`src/hw/rtl/assert_macros.svh`:
```
// Assertion helpers for the RTL. All checks are clocked on clk and
// masked while rst_n is low.
`ifndef ASSERT_MACROS_SVH
`define ASSERT_MACROS_SVH

// Check a property on every rising edge of clk outside reset.
`define XDC_ASSERT(lbl, prop, msg) \
  lbl: assert property (@(posedge clk) disable iff (!rst_n) (prop)) else $error(msg);

// Check an implication on every rising edge of clk outside reset.
`define XDC_ASSERT_IMP(lbl, ante, cons, msg) \
  lbl: assert property (@(posedge clk) disable iff (!rst_n) (ante) |-> (cons)) else $error(msg);

`endif

```
`src/hw/rtl/xdc_pkg.sv`:
```
// ----------------------------------------------------------------------------
// xdc_pkg
// Shared types and helpers for the distance constraint projection pipeline.
// ----------------------------------------------------------------------------
package xdc_pkg;

  // Item payload that travels the whole pipeline
  typedef struct packed {
    logic [2:0][31:0] pa;
    logic [2:0][31:0] pb;
    logic [31:0]      wa;
    logic [31:0]      wb;
    logic [31:0]      lam;
    logic             go;
  } item_t;

  // Square root section: one result bit per stage
  typedef struct packed {
    item_t            it;
    logic [2:0][32:0] d;
    logic [62:0]      alam;
    logic [33:0]      den;
    logic [30:0]      rest;
    logic [67:0]      rad;
    logic [33:0]      root;
    logic [36:0]      rem;
  } sq_t;

  // Division section: lane 0 is the multiplier update, lanes 1..3 the normal
  typedef struct packed {
    item_t            it;
    logic [3:0]       dneg;
    logic             sat;
    logic             skip;
    logic [33:0]      den;
    logic [33:0]      len;
    logic [3:0][33:0] p;
    logic [3:0][31:0] lq;
  } dv_t;

  function automatic logic [31:0] sat32(input logic signed [64:0] x);
    if (x > 65'sh7FFFFFFF) begin
      return 32'h7FFFFFFF;
    end else if (x < -65'sh80000000) begin
      return 32'h80000000;
    end
    return x[31:0];
  endfunction

endpackage

```
`src/hw/rtl/xdc_sqrt_step.sv`:
```
// ----------------------------------------------------------------------------
// xdc_sqrt_step
// One registered step of the restoring square root: one root bit per stage.
// ----------------------------------------------------------------------------
module xdc_sqrt_step (
  input  logic          clk,
  input  logic          rst_n,
  input  logic          en,
  input  logic          vld_i,
  input  xdc_pkg::sq_t  dat_i,
  output logic          vld_o,
  output xdc_pkg::sq_t  dat_o
);
  import xdc_pkg::*;

  logic        vld_r;
  sq_t         dat_r;
  sq_t         dat_nxt;
  logic [36:0] remx;
  logic [36:0] trial;

  always_comb begin
    dat_nxt = dat_i;
    remx    = {dat_i.rem[34:0], dat_i.rad[67:66]};
    trial   = {1'b0, dat_i.root, 2'b01};
    dat_nxt.rad = {dat_i.rad[65:0], 2'b00};
    if (remx >= trial) begin
      dat_nxt.rem  = remx - trial;
      dat_nxt.root = {dat_i.root[32:0], 1'b1};
    end else begin
      dat_nxt.rem  = remx;
      dat_nxt.root = {dat_i.root[32:0], 1'b0};
    end
  end

  always_ff @(posedge clk) begin
    if (!rst_n) begin
      vld_r <= 1'b0;
    end else if (en) begin
      vld_r <= vld_i;
    end
    if (en) begin
      dat_r <= dat_nxt;
    end
  end

  assign vld_o = vld_r;
  assign dat_o = dat_r;

endmodule

```
`config.mk`:
```
export PLATFORM = sky130hd
export DESIGN_NAME = xdc_sqrt_step
export DESIGN_NICKNAME = d
export VERILOG_FILES = /design/src/hw/rtl/assert_macros.svh /design/src/hw/rtl/xdc_pkg.sv /design/src/hw/rtl/xdc_sqrt_step.sv
export SDC_FILE = /design/constraint.sdc
export NUM_CORES = 1
export LEC_CHECK = 0
export BUFFER_PORTS_ARGS = -buffer_cell sky130_fd_sc_hd__clkbuf_2
export CORE_AREA = 2 2 513 515
export CTS_BUF_LIST = sky130_fd_sc_hd__clkbuf_16
export DETAILED_ROUTE_END_ITERATION = 6
export DIE_AREA = 0 0 515 517
export PLACE_DENSITY = 0.3
export SYNTH_ARGS = -nofsm -noshare
export SYNTH_HDL_FRONTEND = slang
export SYNTH_SLANG_ARGS = --single-unit
```
`constraint.sdc`:
```
create_clock -name clk -period 5.4 [get_ports clk]
set_input_delay 0.27 -clock clk [delete_from_list [all_inputs] [get_ports clk]]
set_output_delay 0.27 -clock clk [all_outputs]
set_load 0.02 [all_outputs]
```
==> metrics.txt <==
result of the run=finished clean; placeable core region=0.261 mm2; global-route total usage across every layer=12.1%; synthesis-to-layout area growth=91.5%; XOR/XNOR share of the synthesized area=1.10%; number of buffers created by CTS=92; share of total power in sequential cells=41.6%; power density of the placed cells=350 mW/mm2; HPWL reported at the end of detailed placement=143,000 um; first-pass GRT wire length=207,000 um; initial standard-cell utilization of the core=8.56%; number of fill cells=29,000; part of the total power dissipated in combinational logic=16.9%; largest net degree at the start of global routing=138; fraction of final layout cells sized beyond drive strength 1=47.2%; hold violation count in the final report=0; number of nets in the layout=3,786; Iteration-0 DRC Markers=855; final worst path period share=67.5%; Post-synth top cells=653 x sky130_fd_sc_hd__edfxtp_1, 48 x sky130_fd_sc_hd__inv_1, 36 x sky130_fd_sc_hd__ha_1; Synth Area in Adders=2.02%; row count=188; area of the die=0.266 mm2; portion of the post-synthesis area used by sequential elements=87.8%; max-cap viol count=0; area fraction in and, or, nand and nor cells after synthesis=2.17%; final weighted congestion in routability-driven placement=0.796; Worst-Skew Late Latency=0.70 ns; cell types occupying the most area after synthesis=sky130_fd_sc_hd__edfxtp_1 88%, sky130_fd_sc_hd__ha_1 2.0%, sky130_fd_sc_hd__mux2_4 0.87%; Synth Area in Compound Gates=4.11%; vias per std cell=2.81; worst hold slack=0.0954 ns; number of cells produced by synthesis=1,037; internal portion of total power=0.0106 W; Register-to-Register Setup Slack=4.24 ns; Max clock buf depth=3; Slowest-stage cell, CP=sky130_fd_sc_hd__dlygate4sd3_1; number of distinct library cells after synthesis=65; sequence of cells on the critical path=dlygate4sd3_1 > clkbuf_2 > inv_1 > ha_1 > a21o_1 > a21o_1 > a21o_1 > a21oi_1 > nor2_1 > a2111oi_4 > buf_4 > and2_4 > mux2_2; startpoint-to-endpoint class of the critical path=in2reg; critical path buffer and inverter count=4; main combinational cell family by area after synthesis=compound AO/OA/AOI/OAI gates; average cell area after synthesis=21.6 um2; Clock Skews=0 ns; number of antenna violations at the first check in global routing=138; number of detailed-routing iterations run before antenna repair=4; synthesized flop and latch total=654; Switch Pwr=0.00440 W; post-route ant nets=0; average wire per standard cell=25.5 um; clock tree root driver cell=sky130_fd_sc_hd__clkbuf_16; Placed Area=0.0332 mm2; CTS-repair resized insts=0; count of pins over their slew limit=0; number of warnings issued by yosys=0; cell type group with the largest total delay on the critical path=buffers and inverters; dominant register cell in the synthesized netlist=sky130_fd_sc_hd__edfxtp_1; worst-path fanout max=37; slew at the pin closest to its max-slew limit=1.03 ns; CP startpoint kind=input port; sink count of the clock tree=654; headroom to the max-slew limit=31.1%; top cell type by total area after synthesis=sky130_fd_sc_hd__edfxtp_1; clock slew at the register clock pins of the worst setup and hold paths=0.05 ns; fin area=0.0428 mm2; drc violations=0; Max Freq=274 MHz; aggregate routed wire length=169,000 um; worst endpoint data arrival time=4.09 ns; count of port buffers added during placement=1,310; path class of the lowest-slack min-delay path=in2reg; Switching Share=29.4%; multiplexer share of the synthesized area=1.37%; worst IR drop on VDD=0.000206 V; post-layout min period=3.65 ns; vias after detailed routing=18,600; critical path capture point type=flop; slowest stage delay, CP=0.65 ns; cell area after synthesis=0.0223 mm2; total I/O pin count=1,315; setup_tns=0 ns; height of the die=517 um; proportion of netlist area held by the largest area contributor=87.7%; static leakage=17.5 nW; die width=515 um; number of endpoints failing setup at the final stage=0; clock tree from TritonCTS=yes; number of flops mapped to enable cells by yosys=653; RSZ-0062 raised after global routing=false; Remaining Overflow, GRT=0; most prevalent standard cell on the critical path=sky130_fd_sc_hd__a21o_1; power share of the clock group=41.6%; Power Total=0.0150 W; via count of the first global-routing pass=19,700; H-Tree Level Count=3; most frequent cell after synthesis=sky130_fd_sc_hd__edfxtp_1; fraction of registers with async set or reset after synthesis=0%; required time of the critical path=5.84 ns
power by group through the flow:
| stage | Combinational (W) | Clock [W] | Sequential (W) |
|---|---|---|---|
| after global placement | 0.00214 | 0 | 0.00634 |
| final | 0.00253 | 0.00623 | 0.00623 |
| after global routing | 0.00275 | 0.00670 | 0.00627 |
| after detailed placement | 0.00213 | 0 | 0.00633 |
| after CTS | 0.00263 | 0.00657 | 0.00624 |
| after floorplan | 0.000295 | 0 | 0.00685 |
sequential cells by signal, summed over array words and instances, names as in the netlist:
| signal | cells |
|---|---|
| dat_o | 653 |
| vld_o | 1 |
cell type report:
type                       instances  area, um2  area share (%)
inverter                          48        180           0.421
clock buffer                      93       2330            5.44
clock inverter                    78        679            1.59
multi-input combinational        322       2410            5.64
sequential                       654      19600            45.9
tap                             3420       4280            10.0
antenna                           25       62.6           0.146
timing repair buffer            1973      13200            30.9
per-layer routing:
metal	global-route usage, %	up-vias	part of all wire [%]
met5	0	-	0.075
met4	3.87	18	3.8
met3	8.68	374	16
met2	19.2	1211	44
met1	12.6	8697	36
li1	-	8255	-
cells in the final DEF (no fill, tap or decap), drive strengths merged, types with 4 or more instances in the layout:
cell,n
a2111oi,5
a211oi,4
a21o,22
a21oi,31
a31oi,5
and2,4
buf,10
bufinv,10
clkbuf,1402
clkinv,34
clkinvlp,7
diode,25
dlygate4sd3,654
edfxtp,653
ha,36
inv,75
mux2,21
nand2,26
nand3,18
nand4,5
nor2,24
nor3,12
o21a,6
o21ai,26
o21bai,9
o31ai,7
xnor2,19
xor2,9
per-stage QoR:
stage,instances,setup WS (ns),utilization [%]
finish,6613,1.75,16.4
global route,6609,1.59,16.4
CTS,6588,1.77,16.4
detailed placement,5763,1.74,12.7
global placement,5763,1.75,12.7
floorplan,1038,2.43,-
final timing paths:
path / start / end / cells past startpoint
setup / recovery: dat_i[65] / dat_o[14] / 13
hold / removal: en / dat_o[41] / 1
setup reg to reg: vld_o / vld_o / 3
hold reg to reg: vld_o / vld_o / 3
repair_timing:
| action | CTS | global route |
|---|---|---|
| buffers inserted | 0 | 0 |
| hold buffers | 654 | 0 |
| hold endpoints to repair | 653 | 0 |
logic make-up after synthesis:
kind of cell               Yosys count
and+or+nand+nor                    101
AOI/OAI and AO/OA                  132
xor gates and xnor gates            28
adders and majority gates           36
DFF                                654
other                                1
buffers and inverters               62
muxes                               23
Power figures use the tool's default switching activity.
