**src/hw/rtl/assert_macros.svh**
```systemverilog
// Assertion helpers for the RTL. All checks are clocked on clk and
// masked while rst_n is low.
`ifndef ASSERT_MACROS_SVH
`define ASSERT_MACROS_SVH

// Check a property on every rising edge of clk outside reset.
`define XDC_ASSERT(lbl, prop, msg) \
  lbl: assert property (@(posedge clk) disable iff (!rst_n) (prop)) else $error(msg);

// Check an implication on every rising edge of clk outside reset.
`define XDC_ASSERT_IMP(lbl, ante, cons, msg) \
  lbl: assert property (@(posedge clk) disable iff (!rst_n) (ante) |-> (cons)) else $error(msg);

`endif

```
**src/hw/rtl/xdc_pkg.sv**
```systemverilog
// ----------------------------------------------------------------------------
// xdc_pkg
// Shared types and helpers for the distance constraint projection pipeline.
// ----------------------------------------------------------------------------
package xdc_pkg;

  // Item payload that travels the whole pipeline
  typedef struct packed {
    logic [2:0][31:0] pa;
    logic [2:0][31:0] pb;
    logic [31:0]      wa;
    logic [31:0]      wb;
    logic [31:0]      lam;
    logic             go;
  } item_t;

  // Square root section: one result bit per stage
  typedef struct packed {
    item_t            it;
    logic [2:0][32:0] d;
    logic [62:0]      alam;
    logic [33:0]      den;
    logic [30:0]      rest;
    logic [67:0]      rad;
    logic [33:0]      root;
    logic [36:0]      rem;
  } sq_t;

  // Division section: lane 0 is the multiplier update, lanes 1..3 the normal
  typedef struct packed {
    item_t            it;
    logic [3:0]       dneg;
    logic             sat;
    logic             skip;
    logic [33:0]      den;
    logic [33:0]      len;
    logic [3:0][33:0] p;
    logic [3:0][31:0] lq;
  } dv_t;

  function automatic logic [31:0] sat32(input logic signed [64:0] x);
    if (x > 65'sh7FFFFFFF) begin
      return 32'h7FFFFFFF;
    end else if (x < -65'sh80000000) begin
      return 32'h80000000;
    end
    return x[31:0];
  endfunction

endpackage

```
**src/hw/rtl/xdc_div_step.sv**
```systemverilog
// ----------------------------------------------------------------------------
// xdc_div_step
// One registered restoring division step on four independent lanes.
// ----------------------------------------------------------------------------
module xdc_div_step (
  input  logic          clk,
  input  logic          rst_n,
  input  logic          en,
  input  logic          vld_i,
  input  xdc_pkg::dv_t  dat_i,
  output logic          vld_o,
  output xdc_pkg::dv_t  dat_o
);
  import xdc_pkg::*;

  logic        vld_r;
  dv_t         dat_r;
  dv_t         dat_nxt;
  logic [34:0] px  [4];
  logic [34:0] dvs [4];

  always_comb begin
    dat_nxt = dat_i;
    for (int k = 0; k < 4; k++) begin
      dvs[k] = (k == 0) ? {1'b0, dat_i.den} : {1'b0, dat_i.len};
      px[k]  = {dat_i.p[k], dat_i.lq[k][31]};
      if (px[k] >= dvs[k]) begin
        dat_nxt.p[k]  = 34'(px[k] - dvs[k]);
        dat_nxt.lq[k] = {dat_i.lq[k][30:0], 1'b1};
      end else begin
        dat_nxt.p[k]  = px[k][33:0];
        dat_nxt.lq[k] = {dat_i.lq[k][30:0], 1'b0};
      end
    end
  end

  always_ff @(posedge clk) begin
    if (!rst_n) begin
      vld_r <= 1'b0;
    end else if (en) begin
      vld_r <= vld_i;
    end
    if (en) begin
      dat_r <= dat_nxt;
    end
  end

  assign vld_o = vld_r;
  assign dat_o = dat_r;

endmodule

```
**config.mk**
```make
export PLATFORM = sky130hd
export DESIGN_NAME = xdc_div_step
export DESIGN_NICKNAME = d
export VERILOG_FILES = /design/src/hw/rtl/assert_macros.svh /design/src/hw/rtl/xdc_pkg.sv /design/src/hw/rtl/xdc_div_step.sv
export SDC_FILE = /design/constraint.sdc
export NUM_CORES = 1
export LEC_CHECK = 0
export BUFFER_PORTS_ARGS = -buffer_cell sky130_fd_sc_hd__buf_2
export CAP_MARGIN = 10
export CORE_AREA = 2 2 485 487
export DETAILED_ROUTE_END_ITERATION = 10
export DIE_AREA = 0 0 487 489
export PLACE_DENSITY_LB_ADDON = 0.1
export SLEW_MARGIN = 20
export SYNTH_ARGS = -nofsm -noshare
export SYNTH_HDL_FRONTEND = slang
export SYNTH_SLANG_ARGS = --single-unit
```
**constraint.sdc**
```tcl
create_clock -name clk -period 6.9 [get_ports clk]
set_clock_uncertainty 0.2 [all_clocks]
set_input_delay 1.38 -clock clk [delete_from_list [all_inputs] [get_ports clk]]
set_output_delay 1.38 -clock clk [all_outputs]
set_load 0.005 [all_outputs]
```
==> flow_metrics.env <==
export IMPL_maxSlewViolCount=0
export IMPL_synth_most_common_cell="edfxtp_1"
export IMPL_viasPerCell=3.56
export IMPL_die_h_microns=489
export IMPL_cts_resized=0
export IMPL_vdd_drop_max_mv=0.172
export IMPL_synth_area_sq_mm=0.0288
export IMPL_met3_usage_pct=6.57
export IMPL_busiest_layer="met2"
export IMPL_grt_pass1_wl_microns=230000
export IMPL_cellPowerDensity_mw_per_mm2=274
export IMPL_die_area_sq_mm=0.238
export IMPL_max_slew_margin_pct=35.2
export IMPL_track_usage_pct=14.4
export IMPL_hold_path_depth=2
export IMPL_place_inst=6320
export IMPL_final_nets=4123
export IMPL_fin_cells=6535
export IMPL_synth_top_cell_by_area="edfxtp_1"
export IMPL_gp_congestion=0.784
export IMPL_syn_avg_cell_area_sq_um=14.0
export IMPL_drt_wl_total_microns=180000
export IMPL_hpwlAfterDp_microns=152000
export IMPL_yosys_top_cells_area="edfxtp_1 65%, ha_1 5.9%, a21oi_1 2.5%"
export IMPL_post_cts_buffers=0
export IMPL_crit_end="dat_o[227]$_DFFE_PP_"
export IMPL_min_period_over_period_pct=67.5
export IMPL_drive_gt1_share_pct=43.1
export IMPL_fmax_mhz=215
export IMPL_synth_edf_count=627
export IMPL_grtUsageMet1_pct=15.7
export IMPL_num_rows=178
export IMPL_hp_class="reg -> reg"
export IMPL_tns_ns=0
export IMPL_min_period_ns=4.66
export IMPL_cp_required_ns=7.14
export IMPL_die_w_microns=487
export IMPL_hold_buffers=0
export IMPL_use_met2_pct=25.1
export IMPL_first_pass_iters=5
export IMPL_initial_core_util_pct=12.3
export IMPL_h_tree_depth=3
export IMPL_area_growth_pct=44.8
export IMPL_end_kind="flip-flop"
export IMPL_synth_nets=2824
export IMPL_worst_pin_slew_ns=0.972
export IMPL_maxCapViolations=0
export IMPL_r2r_start="vld_o$_SDFFE_PN0P_"
export IMPL_yosysWarnings=0
export IMPL_worstReg2RegEnd="vld_o$_SDFFE_PN0P_"
export IMPL_grt_setup_unrepaired="false"
export IMPL_ff2ff_path_depth=2
export IMPL_setup_viol=0
export IMPL_port_buffers=1258
export IMPL_cts_buffers_inserted=90
export IMPL_drc_errors=0
export IMPL_grt_start_max_net_pins=127
export IMPL_setup_worst_path_start_class="input port"
export IMPL_power_mw=11.4
export IMPL_io_pins=1259
export IMPL_path_max_fanout=30
export IMPL_antenna_found_initial=156
export IMPL_synthCells=2053
export IMPL_clockBufferDepth=3
export IMPL_antenna_left=0
export IMPL_hold_viol=0
export IMPL_r2r_slack_ns=6.11
export IMPL_hold_ws_ns=0.320
export IMPL_wire_per_inst_microns=27.5
export IMPL_clk_pin_slew_ns=0.05
export IMPL_design_core_area_sq_mm=0.234
export IMPL_synth_common_cells="627 x edfxtp_1, 143 x a21oi_1, 136 x ha_1"
export IMPL_crit_type="in -> reg"
export IMPL_vias=23300
export IMPL_async_reset_ff_share_pct=0
export IMPL_synth_top_area_share_pct=65.4
export IMPL_ys_ff_latch=628
export IMPL_drtIter0Drc=1215
export IMPL_crit_path_start="dat_i[273]"
export IMPL_clock_latency_ns=0.70
export IMPL_root_buffer="clkbuf_16"
export IMPL_clock_sinks=628
export IMPL_overflow=0
export IMPL_dominantRegCellSynth="edfxtp_1"
export IMPL_cp_arrival_ns=4.90
export IMPL_cts_tree="built"
export IMPL_leakagePower_nw=17.1
export IMPL_status="finished clean"
export IMPL_yosysUniqueCellTypes=91
export IMPL_synth_yosys_seq_area_share_pct=65.5
export IMPL_grt_pass1_vias=23900
-- cell type report --
class	count	area, sq um
diodes	52	130
fillers	26000	192000
repair buffers	1271	6470
well taps	3060	3830
multi-input cells	1247	9190
clock inverters	55	463
inverters	114	430
clock buffers	108	2320
flip-flops and latches	628	18800
-- cells by family (layout without fill, tap and decap cells) --
family / after synthesis / after routing / share of synthesized area, %
flip-flops: 628 / 628 / 65.5
AND/OR/NAND/NOR: 429 / 429 / 7.35
multiplexers: 82 / 82 / 3.55
adder cells (fa/ha/maj): 140 / 140 / 6.19
AO/OA/AOI/OAI: 489 / 489 / 11.5
buffers and inverters: 178 / 1548 / 2.64
XOR/XNOR: 107 / 107 / 3.26
other: 0 / 52 / 0
-- placed cells by master (no fill, tap or decap), types with 21 or more instances in the layout --
master	n
nand3_1	36
xor2_1	42
a21o_1	65
o21ai_0	71
nand4_1	29
ha_1	136
nand2_1	103
clkinv_1	22
mux2_1	28
o31ai_1	21
inv_1	111
nor2_1	126
a21oi_1	143
mux2_4	29
xnor2_1	65
edfxtp_1	627
clkbuf_16	90
buf_2	1257
diode_2	52
-- worst min-delay path by stage --
| stage | start | end | slack (ns) |
|---|---|---|---|
| after global routing | vld_o$_SDFFE_PN0P_ | vld_o$_SDFFE_PN0P_ | 0.37 |
| after global placement | vld_o$_SDFFE_PN0P_ | vld_o$_SDFFE_PN0P_ | 0.30 |
| after floorplan | vld_o$_SDFFE_PN0P_ | vld_o$_SDFFE_PN0P_ | 0.31 |
| final | vld_o$_SDFFE_PN0P_ | vld_o$_SDFFE_PN0P_ | 0.32 |
| after CTS | vld_o$_SDFFE_PN0P_ | vld_o$_SDFFE_PN0P_ | 0.33 |
| after detailed placement | vld_o$_SDFFE_PN0P_ | vld_o$_SDFFE_PN0P_ | 0.31 |
-- power breakdown --
group / switching [mW] / internal [mW]
clock: 2.02 / 2.49
combinational: 1.31 / 0.818
sequential: 0.138 / 4.65
-- critical path, stage by stage --
cell      delay, ns
buf_2          0.09
inv_1          0.15
ha_1           0.42
and3_1         0.27
and4_1         0.41
o221ai_1       0.27
nand2_1        0.32
a211oi_4       0.16
o21a_4         0.25
o21a_4         0.29
inv_4          0.50
mux2_4         0.35
-- sequential cells by signal (all words and copies together), names as in the netlist --
signal / flops
dat_o: 627
vld_o: 1
-- per-layer routing --
| layer | share of wire [%] | wire length (microns) |
|---|---|---|
| met3 | 10 | 18300 |
| met1 | 37 | 67300 |
| met2 | 49 | 88900 |
| met5 | 0.34 | 618 |
| met4 | 2.7 | 4870 |
-- per-stage QoR --
stage          area (sq um)  util [%]  worst slack [ns]
6_report              41700      17.8              2.24
5_1_grt               41600      17.8              2.07
4_1_cts               41500      17.8              2.17
3_5_place_dp          38800      16.6              1.39
3_3_place_gp          38800      16.6              1.43
2_1_floorplan         28800         -              2.58
(Power assumes the default switching activity.)
